## src/assert_macros.svh

```systemverilog
// assertion helpers shared by the rtl
`ifndef ASSERT_MACROS_SVH
`define ASSERT_MACROS_SVH

// check on every rising edge of clk, idle while reset is asserted
`define ASSERT_CLK(label, prop, msg) \
	label: assert property (@(posedge clk) disable iff (!arst_n) (prop)) else $error(msg);

// implication form of the same check
`define ASSERT_IMPL(label, cond, prop, msg) \
	label: assert property (@(posedge clk) disable iff (!arst_n) (cond) |-> (prop)) \
		else $error(msg);

// next-cycle implication
`define ASSERT_NEXT(label, cond, prop, msg) \
	label: assert property (@(posedge clk) disable iff (!arst_n) (cond) |=> (prop)) \
		else $error(msg);

`endif

```

## src/rbfp_pkg.sv

```systemverilog
package rbfp_pkg;

	localparam int WORD_W  = 64;
	localparam int COUNT_W = 48;
	localparam int CFG_IDX_W = 1;

	localparam logic [CFG_IDX_W-1:0] REG_PRIME = 1'b0;
	localparam logic [CFG_IDX_W-1:0] REG_SEED  = 1'b1;

	localparam logic [WORD_W-1:0]  RESET_PRIME = 64'h8000_0000_0000_001d;
	localparam logic [WORD_W-1:0]  RESET_SEED  = 64'h0;
	localparam logic [COUNT_W-1:0] COUNT_MAX   = {COUNT_W{1'b1}};

	// shift-subtract steps for a short pass (high half already reduced) and a full pass
	localparam int STEP_W = 8;
	localparam logic [STEP_W-1:0] STEPS_HALF = 8'd64;
	localparam logic [STEP_W-1:0] STEPS_FULL = 8'd128;

	typedef struct packed {
		logic [WORD_W-1:0] block_value;
		logic              first_block;
	} blk_t;

	typedef struct packed {
		logic [WORD_W-1:0]  stored_word;
		logic [WORD_W-1:0]  new_fingerprint;
		logic               above_prime;
		logic               collision;
		logic [COUNT_W-1:0] high_block_count;
	} res_t;

endpackage

```

## src/rolling_block_fingerprint_mod_prime.sv

```systemverilog
// channel | direction | handshake            | payload
// blk     | in        | blk_valid, blk_stall | blk_t: block_value, first_block
// res     | out       | res_valid, res_stall | res_t: fingerprint words, flags, count
// cfg     | in        | cfg_we               | cfg_index, cfg_data (no read-back)
//
// result after a short pass when the flag-stripped old fingerprint is
// below the prime (or the prime is zero), else after a full pass, one dividend bit per cycle on the
// shared 65-bit compare-subtract unit; the next block is taken once the result is loaded
// reset clears state, fingerprint, count and loads the default prime and seed
// blk_stall is high from transfer until the result sits in the output register;
// a stalled result holds the finished item, the next block starts meanwhile
`include "assert_macros.svh"

module rolling_block_fingerprint_mod_prime
	import rbfp_pkg::*;
(
	input  logic                 clk,
	input  logic                 arst_n,
	// block input channel
	input  logic                 blk_valid,
	output logic                 blk_stall,
	input  blk_t                 blk,
	// result output channel
	output logic                 res_valid,
	input  logic                 res_stall,
	output res_t                 res,
	// configuration write port
	input  logic                 cfg_we,
	input  logic [CFG_IDX_W-1:0] cfg_index,
	input  logic [WORD_W-1:0]    cfg_data
);

	typedef enum logic [1:0] {
		ST_IDLE,
		ST_RUN,
		ST_HOLD
	} state_t;

	state_t               state_q;
	logic [STEP_W-1:0]    step_cnt_q;
	logic [WORD_W-1:0]    prime_q;
	logic [WORD_W-1:0]    seed_q;
	logic [WORD_W-1:0]    fp_q;
	logic [COUNT_W-1:0]   high_cnt_q;
	logic [WORD_W-1:0]    rem_q;
	logic [2*WORD_W-1:0]  div_q;
	logic [WORD_W-1:0]    old_q;
	logic                 above_q;
	logic                 res_valid_q;
	res_t                 res_q;

	// accept-side decode
	logic                 blk_xfer;
	logic [WORD_W-1:0]    old_fp;
	logic [WORD_W-1:0]    hi_part;
	logic                 short_pass;
	logic                 above;
	logic [COUNT_W-1:0]   cnt_base;
	logic [COUNT_W-1:0]   cnt_next;

	// shared compare-subtract unit
	logic                 sub_carry;
	logic [WORD_W-1:0]    sub_shifted;
	logic [WORD_W:0]      sub_diff;
	logic                 sub_ge;
	logic [WORD_W-1:0]    sub_rem;

	// finish-side
	logic                 res_xfer;
	logic                 res_load;
	logic [WORD_W-1:0]    fp_next;

	assign blk_stall = (state_q != ST_IDLE);
	assign blk_xfer  = blk_valid && !blk_stall;
	assign res_valid = res_valid_q;
	assign res       = res_q;
	assign res_xfer  = res_valid_q && !res_stall;

	// first block restarts the chain from the seed and clears the count
	assign old_fp   = blk.first_block ? seed_q : fp_q;
	assign hi_part  = {1'b0, old_fp[WORD_W-2:0]};
	// when the high half is already below the prime its 64 steps leave it unchanged
	assign short_pass = (hi_part < prime_q) || (prime_q == '0);
	assign above    = (blk.block_value >= prime_q);
	assign cnt_base = blk.first_block ? '0 : high_cnt_q;
	assign cnt_next = (above && (cnt_base != COUNT_MAX)) ? cnt_base + 1'b1 : cnt_base;

	// one restoring step: shift in the next dividend bit, subtract the prime when the 65-bit value is not below it
	assign sub_carry   = rem_q[WORD_W-1];
	assign sub_shifted = {rem_q[WORD_W-2:0], div_q[2*WORD_W-1]};
	assign sub_diff    = {sub_carry, sub_shifted} - {1'b0, prime_q};
	assign sub_ge      = !sub_diff[WORD_W];
	assign sub_rem     = sub_ge ? sub_diff[WORD_W-1:0] : sub_shifted;

	// output slot is free when empty or draining this cycle
	assign res_load = (state_q == ST_HOLD) && (!res_valid_q || !res_stall);
	assign fp_next  = {rem_q[WORD_W-1] | above_q, rem_q[WORD_W-2:0]};

	// configuration registers
	always_ff @(posedge clk or negedge arst_n) begin
		if (!arst_n) begin
			prime_q <= RESET_PRIME;
			seed_q  <= RESET_SEED;
		end else if (cfg_we) begin
			case (cfg_index)
				REG_PRIME: prime_q <= cfg_data;
				REG_SEED:  seed_q  <= cfg_data;
				default:   ;
			endcase
		end
	end

	// sequencer, chain state and output register
	always_ff @(posedge clk or negedge arst_n) begin
		if (!arst_n) begin
			state_q     <= ST_IDLE;
			step_cnt_q  <= '0;
			fp_q        <= '0;
			high_cnt_q  <= '0;
			res_valid_q <= 1'b0;
		end else begin
			// a drained slot that is refilled this cycle is set below instead
			if (res_xfer && !res_load) begin
				res_valid_q <= 1'b0;
			end
			case (state_q)
				ST_IDLE: begin
					if (blk_xfer) begin
						old_q      <= old_fp;
						above_q    <= above;
						high_cnt_q <= cnt_next;
						if (short_pass) begin
							rem_q      <= hi_part;
							div_q      <= {blk.block_value, {WORD_W{1'b0}}};
							step_cnt_q <= STEPS_HALF;
						end else begin
							rem_q      <= '0;
							div_q      <= {hi_part, blk.block_value};
							step_cnt_q <= STEPS_FULL;
						end
						state_q <= ST_RUN;
					end
				end
				ST_RUN: begin
					if (step_cnt_q != '0) begin
						rem_q      <= sub_rem;
						div_q      <= {div_q[2*WORD_W-2:0], 1'b0};
						step_cnt_q <= step_cnt_q - 1'b1;
					end else begin
						state_q <= ST_HOLD;
					end
				end
				ST_HOLD: begin
					if (res_load) begin
						res_q.stored_word      <= old_q;
						res_q.new_fingerprint  <= fp_next;
						res_q.above_prime      <= above_q;
						res_q.collision        <= rem_q[WORD_W-1];
						res_q.high_block_count <= high_cnt_q;
						res_valid_q            <= 1'b1;
						fp_q                   <= fp_next;
						state_q                <= ST_IDLE;
					end
				end
				default: begin
					state_q <= ST_IDLE;
				end
			endcase
		end
	end

	// step counter only runs inside the divide
	`ASSERT_IMPL(a_idle_cnt_zero, state_q != ST_RUN, step_cnt_q == '0,
		"step counter active outside run")
	// an accepted block always starts the divider
	`ASSERT_NEXT(a_xfer_starts_run, blk_xfer, state_q == ST_RUN,
		"accepted block did not start the divider")
	// a drained result is not replaced unless the finish stage loads a new one
	`ASSERT_NEXT(a_drain_clears, res_xfer && (state_q != ST_HOLD), !res_valid,
		"result valid held after transfer without a new result")

endmodule
```

## config.mk

```make
export PLATFORM = sky130hd
export DESIGN_NAME = rolling_block_fingerprint_mod_prime
export DESIGN_NICKNAME = d
export VERILOG_FILES = /design/src/rbfp_pkg.sv /design/src/rolling_block_fingerprint_mod_prime.sv
export VERILOG_INCLUDE_DIRS = /design/src /design/src/src
export SDC_FILE = /design/constraint.sdc
export NUM_CORES = 1
export LEC_CHECK = 0
export BUFFER_PORTS_ARGS = -buffer_cell sky130_fd_sc_hd__buf_2
export CORE_UTILIZATION = 60
export DETAILED_ROUTE_END_ITERATION = 10
export GPL_TIMING_DRIVEN = 0
export PLACE_DENSITY = 0.8
export SLEW_MARGIN = 20
export SYNTH_ARGS = -nofsm -noshare
export SYNTH_HDL_FRONTEND = slang
export SYNTH_SLANG_ARGS = --single-unit
```

## constraint.sdc

```tcl
create_clock -name clk -period 20.6 [get_ports clk]
set_input_delay 2.06 -clock clk [delete_from_list [all_inputs] [get_ports clk]]
set_output_delay 2.06 -clock clk [all_outputs]
set_load 0.005 [all_outputs]
```

==> summary.md, run 1 <==
| Metric | Value |
|---|---|
| Initial antenna violation count | 3 |
| Critical Path AT | between 9 and 10 ns |
| ANT nets after route | 0 |
| Max_slew headroom | 0.1195 |
| Post-route DRC | 0 |
| CTS clk-pin slew, worst paths | approximately 0.07 ns |
| RD Place Congestion | a little under 1 |
| Via/cell ratio | 6.599 |
| Critical path class | input port to flop |
| Fillers | around 4,000 |
| Yosys reg bits | roughly 700 |
| Gr ovfl total | 0 |
| Clock Latency Late Sink | just over 0.6 ns |
| Count of final setup violators | 0 |
| MaxCap Viol Count | 0 |
| Cts hold-fix bufs | 0 |
| Final core occ | 0.7053 |
| Top-count cell post-synth | edfxtp_1 |
| EDFF count, synth | around 440 |
| Layout area overhead | 16.04% |
| Horiz. Die Dim | approximately 240 µm |
| Total wire length | approximately 120 mm |
| DRT Pass-1 Iters | 6 |
| Avg WL per Cell | roughly 28 µm |
| Tightest Pin Transition | ~1.3 ns |
| Die height | approximately 240 µm |
| Core area | 56,390 µm² |
| CP startpoint kind | input port |
| Synth top area cells | edfxtp_1 (38%), dfrtp_1 (18%), ha_1 (7.0%) |
| HPWL after DPL | around 90 mm |
| Synthesized area per cell | roughly 11 µm² |
| Post-synthesis sequential area ratio | 0.5646 |
| Hold slack | approximately 0.41 ns |
| First-pass GRT wire length | around 170 mm |
| VDD IR-drop max | ~0.12 mV |
| CP max FO | 11 |
| Synth top area share | 0.3811 |
| Total track usage | 0.4118 |
| CTS max path bufs | 3 |
| PwrDens | about 160 nW/µm² |
| Hold Path Class | flop to flop |
| Tmin final | a little under 9 ns |
| Commonest cells in the netlist | edfxtp_1 (435), nand2_1 (404), dfrtp_1 (246) |
| Post_cts resized | 0 |
| Static leakage | between 15 and 20 nW |
| Pin count of the biggest net entering global routing | 90 |
| Netlist cell types | 84 |
| 1st-iter DRT viols | 3,215 |
| Period utilization | 0.4263 |
| Vias in the first global route | 27,630 |
| Async SR Flop Fraction | 0.3659 |
| Status | complete, no violations |
| I/O Buffers | about 310 |
| Fmax | ~110 MHz |
| DR vias | 27,830 |
| Initial Util | 0.6078 |
| Final Hold Violating Endpoints | 0 |
| Clock Tree Root | clkbuf_16 |
| Total power | 6.199 mW |
| Worst endpoint required time | approximately 21 ns |
| CP endpoint kind | flop |
| Synth Net Count | approximately 3,300 |
| Mapped Cells | about 3,000 |
| Share of cells above drive strength 1 | 0.2008 |
| # IOs | 315 |
| Clock skew | 0.02798 ns |
| CTS Buf Count | 71 |
| Fin. max-slew vios | 0 |
| Placed cell count | 4,082 |
| Die area | roughly 58,000 µm² |
| Setup Buffers After CTS | 0 |
| Nets | approximately 3,700 |
| Syn. warnings | 0 |
| Number of H-tree levels | 3 |
| Mapped cell area | approximately 34,000 µm² |
| Yosys top cell by area | edfxtp_1 |
| Synth Flop Type | edfxtp_1 |
| Clock sinks | just under 700 |
| CTS tree | yes |
| RSZ-0062 raised after global routing | no |
| Row count | 87 |
| Final non-filler cell total | roughly 4,200 |
-- cell families after synthesis --
kind of cell,after synthesis,synth area share
AO/OA/AOI/OAI,665,0.1203
XOR/XNOR,89,0.02274
adder cells (fa/ha/maj),194,0.07104
buffers and inverters,278,0.03165
flip-flops,686,0.5646
multiplexers,235,0.07513
AND/OR/NAND/NOR,845,0.1146
-- routing by layer --
| layer | share of wire | GRT usage |
|---|---|---|
| met3 | 0.10 | 0.08818 |
| met5 | 0.00011 | 0 |
| met4 | 0.057 | 0.2115 |
| met2 | 0.46 | 0.6486 |
| met1 | 0.38 | 0.5389 |
-- cells in the final DEF (no fill, tap or decap), drive strengths merged, types with 7 or more instances in the layout --
master / synthesis / routed
a31oi: 15 / 15
clkinv: 0 / 21
mux2i: 57 / 57
nor2: 119 / 119
mux2: 178 / 178
nor4: 26 / 26
bufinv: 0 / 7
edfxtp: 435 / 435
o31ai: 11 / 11
nand2: 404 / 404
o22ai: 48 / 48
ha: 193 / 193
nor3: 31 / 31
or3: 7 / 7
a21oi: 151 / 151
xnor2: 54 / 54
buf: 43 / 376
nor2b: 20 / 20
o211ai: 30 / 30
o21bai: 16 / 16
nand2b: 19 / 19
nand3: 100 / 100
inv: 122 / 124
a21o: 71 / 71
o21a: 10 / 10
xor2: 35 / 35
dfrtp: 246 / 246
and2: 8 / 8
o311ai: 31 / 31
o21ai: 221 / 221
a211oi: 18 / 18
and3: 26 / 26
nand4: 53 / 53
clkbuf: 113 / 211
-- power by group --
| group | total [mW] | internal, mW | switching [mW] |
|---|---|---|---|
| clock | 1.33 | 0.773 | 0.559 |
| sequential | 2.19 | 1.95 | 0.232 |
| combinational | 2.68 | 0.913 | 1.77 |
| total | 6.20 | 3.64 | 2.56 |
-- registers in the layout (all words and copies together) (netlist names) --
signal	cells
prime_q	64
old_q	64
res_valid	1
rem_q	64
res	178
step_cnt_q	8
high_cnt_q	48
state_q	2
div_q	128
seed_q	64
above_q	1
fp_q	64
-- worst paths after layout --
check | startpoint | end | slack [ns] | cells past startpoint
max | blk[0] | div_q[127] | 11.82 | 20
min in group asynchronous | arst_n | fp_q[29] | 1.42 | 1
max reg2reg | seed_q[24] | div_q[113] | 14.89 | 16
min reg2reg | old_q[53] | res[167] | 0.41 | 0
max in group asynchronous | arst_n | seed_q[56] | 18.17 | 2
min | old_q[53] | res[167] | 0.41 | 0
-- layout make-up --
class	instances	area, µm²	area share
Clock inverter	33	386.6	0.009722
Sequential cell	686	19350	0.4865
Clock buffer	97	1997	0.05021
Antenna cell	5	12.51	0.0003146
Inverter	122	457.9	0.01151
Multi-Input combinational cell	2028	13870	0.3488
Tap cell	756	945.9	0.02378
Buffer	156	639.4	0.01608
Timing Repair Buffer	334	2110	0.05304
-- per-stage QoR --
| step | setup slack (ns) | instance area, µm² | TNS [ns] |
|---|---|---|---|
| 2_1_floorplan | 8.121 | 34270 | 0 |
| 3_3_place_gp | -1.131 | 36790 | -213.66 |
| 3_5_place_dp | 11.20 | 37360 | 0 |
| 4_1_cts | 11.78 | 39750 | 0 |
| 5_1_grt | 11.94 | 39760 | 0 |
| 6_report | 11.82 | 39770 | 0 |
-- critical path, cell delays in order --
cell,delay [ns]
buf_2,0.36
clkbuf_1,0.42
clkbuf_2,0.68
clkbuf_2,0.63
mux2i_1,0.45
inv_1,0.15
ha_1,0.33
nand3_1,0.11
nor2_1,0.11
nand2_1,0.10
nor2_1,0.35
nand3_1,0.23
a211oi_1,0.52
o2111ai_1,0.27
a31oi_1,0.33
o21bai_1,0.22
buf_2,0.38
inv_1,0.12
clkbuf_1,0.91
o21ai_0,0.29
Power figures use the tool's default switching activity.
==> inputs of run 2 (changes only) <==
- clock period: 20.6 -> 8.4 ns (I/O delays scaled with it)
==> run 2 against run 1 <==
  * Clock power is 140% higher
  * Wire length is 1.7% lower
  * Global-route usage is 0.73 points lower
  * Sequential power is 140% higher
  * Final area is 0.13% lower
  * Sequential cell count stayed put
  * Worst hold slack worse by 0.22 ns
  * Highest routed layer unchanged
==> summary.md, run 2 (synthesis gave the netlist of run 1 again) <==
| Metric | Value |
|---|---|
| CTS clk-pin slew, worst paths | 0.07 ns (about the same) |
| Post-route DRC | 0 (unchanged) |
| Period utilization | 0.9057 |
| Die area | 58,080 µm² (unchanged) |
| Initial antenna violation count | 7 (was 3) |
| Worst endpoint required time | 8.74 ns (was 20.91 ns) |
| CP endpoint | rem_q[7] (was div_q[127]) |
| Largest register FFs | 178 (unchanged) |
| Clock skew | 0.02443 ns (was 0.02798 ns) |
| Critical Path AT | 7.95 ns (was 9.09 ns) |
| RSZ-0062 raised after global routing | no (unchanged) |
| Static leakage | 16.50 nW (was 16.53 nW) |
| ANT nets after route | 0 (unchanged) |
| Setup ws final | 0.7919 ns (was 11.82 ns) |
| Gr ovfl total | 0 (unchanged) |
| Max_slew headroom | 0.1551 (was 0.1195) |
| Reg2reg end | div_q[122] (was div_q[113]) |
| MaxCap Viol Count | 0 (unchanged) |
| Avg WL per Cell | 27.69 µm (was 28.21 µm) |
| Pin count of the biggest net entering global routing | 97 (was 90) |
| RD Place Congestion | 1.014 (was 0.9833) |
| Hold slack | 0.1900 ns (was 0.4117 ns) |
| Clock Tree Root | clkbuf_16 (unchanged) |
| DRT Pass-1 Iters | 6 (unchanged) |
| 1st-iter DRT viols | 3,256 (was 3,215) |
| Fmax | roughly 130 MHz |
| CP endpoint kind | flop (unchanged) |
| Critical R2R Launch | seed_q[24] (unchanged) |
| DP Area | 37,370 µm² (was 37,360 µm²) |
| Pint | 8.844 mW (was 3.640 mW) |
| Setup Buffers After CTS | 0 (unchanged) |
| Nets | 3,730 (was 3,728) |
| Most common cell after layout, fill and taps aside | edfxtp_1 (unchanged) |
| I/O Buffers | 313 (unchanged) |
| Tightest Pin Transition | 1.267 ns (was 1.321 ns) |
| CP startpoint kind | input port (unchanged) |
| Fin. max-slew vios | 0 (unchanged) |
| Count of final setup violators | 0 (unchanged) |
| PwrDens | 380.0 nW/µm² (was 155.9 nW/µm²) |
| Fillers | 4,062 (was 4,092) |
| # IOs | 315 (unchanged) |
| CP max FO | 10 (was 11) |
| Post_cts resized | 0 (unchanged) |
| HPWL after DPL | 87.51 mm (was 88.01 mm) |
| Reg2Reg Setup Slack | 2.91 ns (was 14.89 ns) |
| Clock share of power | 0.211 (was 0.215) |
| Vias in the first global route | 26,850 (was 27,630) |
| Tmin final | 7.608 ns |
| Initial Util | 0.6078 (unchanged) |
| Sw frac | 0.4140 (was 0.4129) |
| Reg power frac | 0.355 (was 0.353) |
| Hold Path Class | input port to async pin (was flop to flop) |
| Cts hold-fix bufs | 0 (unchanged) |
| Horiz. Die Dim | 241 µm (unchanged) |
| Row count | 87 (unchanged) |
| Final Hold Violating Endpoints | 0 (unchanged) |
| Core area | 56,390 µm² (unchanged) |
| Worst setup path startpoint | blk[0] (unchanged) |
| Number of H-tree levels | 3 (unchanged) |
| CTS Buf Count | 72 (was 71) |
| Total wire length | 116.9 mm (was 119.0 mm) |
| Critical path class | input port to flop (unchanged) |
| Share of cells above drive strength 1 | 0.2011 (was 0.2008) |
| Total track usage | 0.4045 (was 0.4118) |
| Reg2Reg Depth | 16 (unchanged) |
| DR vias | 27,510 (was 27,830) |
| Seq. cell area | 19,350 µm² (unchanged) |
| Most frequent cells in the layout | edfxtp_1 (435), nand2_1 (403), buf_2 (349), dfrtp_1 (246), o21ai_0 (197) (was edfxtp_1 (435), nand2_1 (404), buf_2 (349), dfrtp_1 (246), o21ai_0 (197)) |
| Clock Latency Late Sink | 0.63 ns (was 0.62 ns) |
| Logic pwr share | 0.434 (was 0.433) |
| Status | complete, no violations (unchanged) |
| Dpl ws | 0.07008 ns (was 11.20 ns) |
| Multi-input gate area | 13,880 µm² (was 13,870 µm²) |
| Setup TNS | 0 ns (unchanged) |
| Final core occ | 0.7044 (was 0.7053) |
| Via/cell ratio | 6.516 (was 6.599) |
| CTS tree | yes (unchanged) |
| First-pass GRT wire length | 170.8 mm (was 173.9 mm) |
| Psw | 6.248 mW (was 2.560 mW) |
| CTS max path bufs | 3 (unchanged) |
| Fin area | 39,720 µm² (was 39,770 µm²) |
| VDD IR-drop max | 0.2271 mV (was 0.1240 mV) |
| Die height | 241 µm (unchanged) |
| Layout area overhead | 15.89% (was 16.04%) |
| Clock sinks | 686 (unchanged) |
==> run 2: changes by cell type in the layout (fill, tap and decap cells not counted), sizes merged <==
cell | before | now
inv | 124 | 127
buf | 376 | 377
bufinv | 7 | 5
clkinv | 21 | 19
clkbuf | 211 | 215
clkinvlp | 3 | 4
==> run 2: final cells by class <==
class / count / share of cell area
Sequential cell: 686 / 0.4872
Multi-Input combinational cell: 2028 / 0.3494
Timing Repair Buffer: 335 / 0.05311
Clock buffer: 101 / 0.04961
Tap cell: 756 / 0.02381
Buffer: 156 / 0.01613
Inverter: 122 / 0.01153
Clock inverter: 33 / 0.008883
Antenna cell: 5 / 0.0003150
==> run 2: per-stage QoR <==
stage,power [mW],cells
after global placement,11.46,4061
after global routing,15.73,4217
after detailed placement,11.67,4083
after floorplan,9.328,2992
after CTS,14.86,4217
final,15.09,4222
==> run 2: worst min-delay path by stage <==
stage	end	slack (ns)
4_1_cts	seed_q[27]	0.20
3_5_place_dp	res[124]	0.40
2_1_floorplan	res[114]	0.40
5_1_grt	fp_q[28]	0.24
6_report	seed_q[27]	0.19
3_3_place_gp	res[141]	0.40
==> run 2: critical path: stages <==
cell and delay (ns):
buf_2 0.35, clkbuf_1 0.47, clkbuf_2 0.73, clkbuf_2 0.64, mux2i_1 0.50, inv_1 0.16
ha_1 0.33, nand3_1 0.13, nor2_1 0.12, nand2_1 0.11, nor2_1 0.38, nand3_1 0.24
a211oi_1 0.53, o2111ai_1 0.28, a31oi_1 0.34, o21bai_1 0.20, buf_2 0.37, nand2_1 0.24
clkbuf_1 0.75, o22ai_1 0.21
==> run 2: per-layer routing <==
| layer | global-route usage | wire (µm) |
|---|---|---|
| met1 | 0.5305 | 45270 |
| met2 | 0.6264 | 53090 |
| met3 | 0.1025 | 12280 |
| met4 | 0.2016 | 6243 |
| met5 | 0 | 54 |
==> run 2: power by group through the flow <==
| stage | clock network (mW) | registers (mW) | logic (mW) |
|---|---|---|---|
| floorplan | 0 | 5.18 | 4.15 |
| global placement | 0 | 5.46 | 5.99 |
| detailed placement | 0 | 5.38 | 6.29 |
| CTS | 3.19 | 5.33 | 6.34 |
| global route | 3.32 | 5.41 | 7.00 |
| finish | 3.19 | 5.35 | 6.55 |
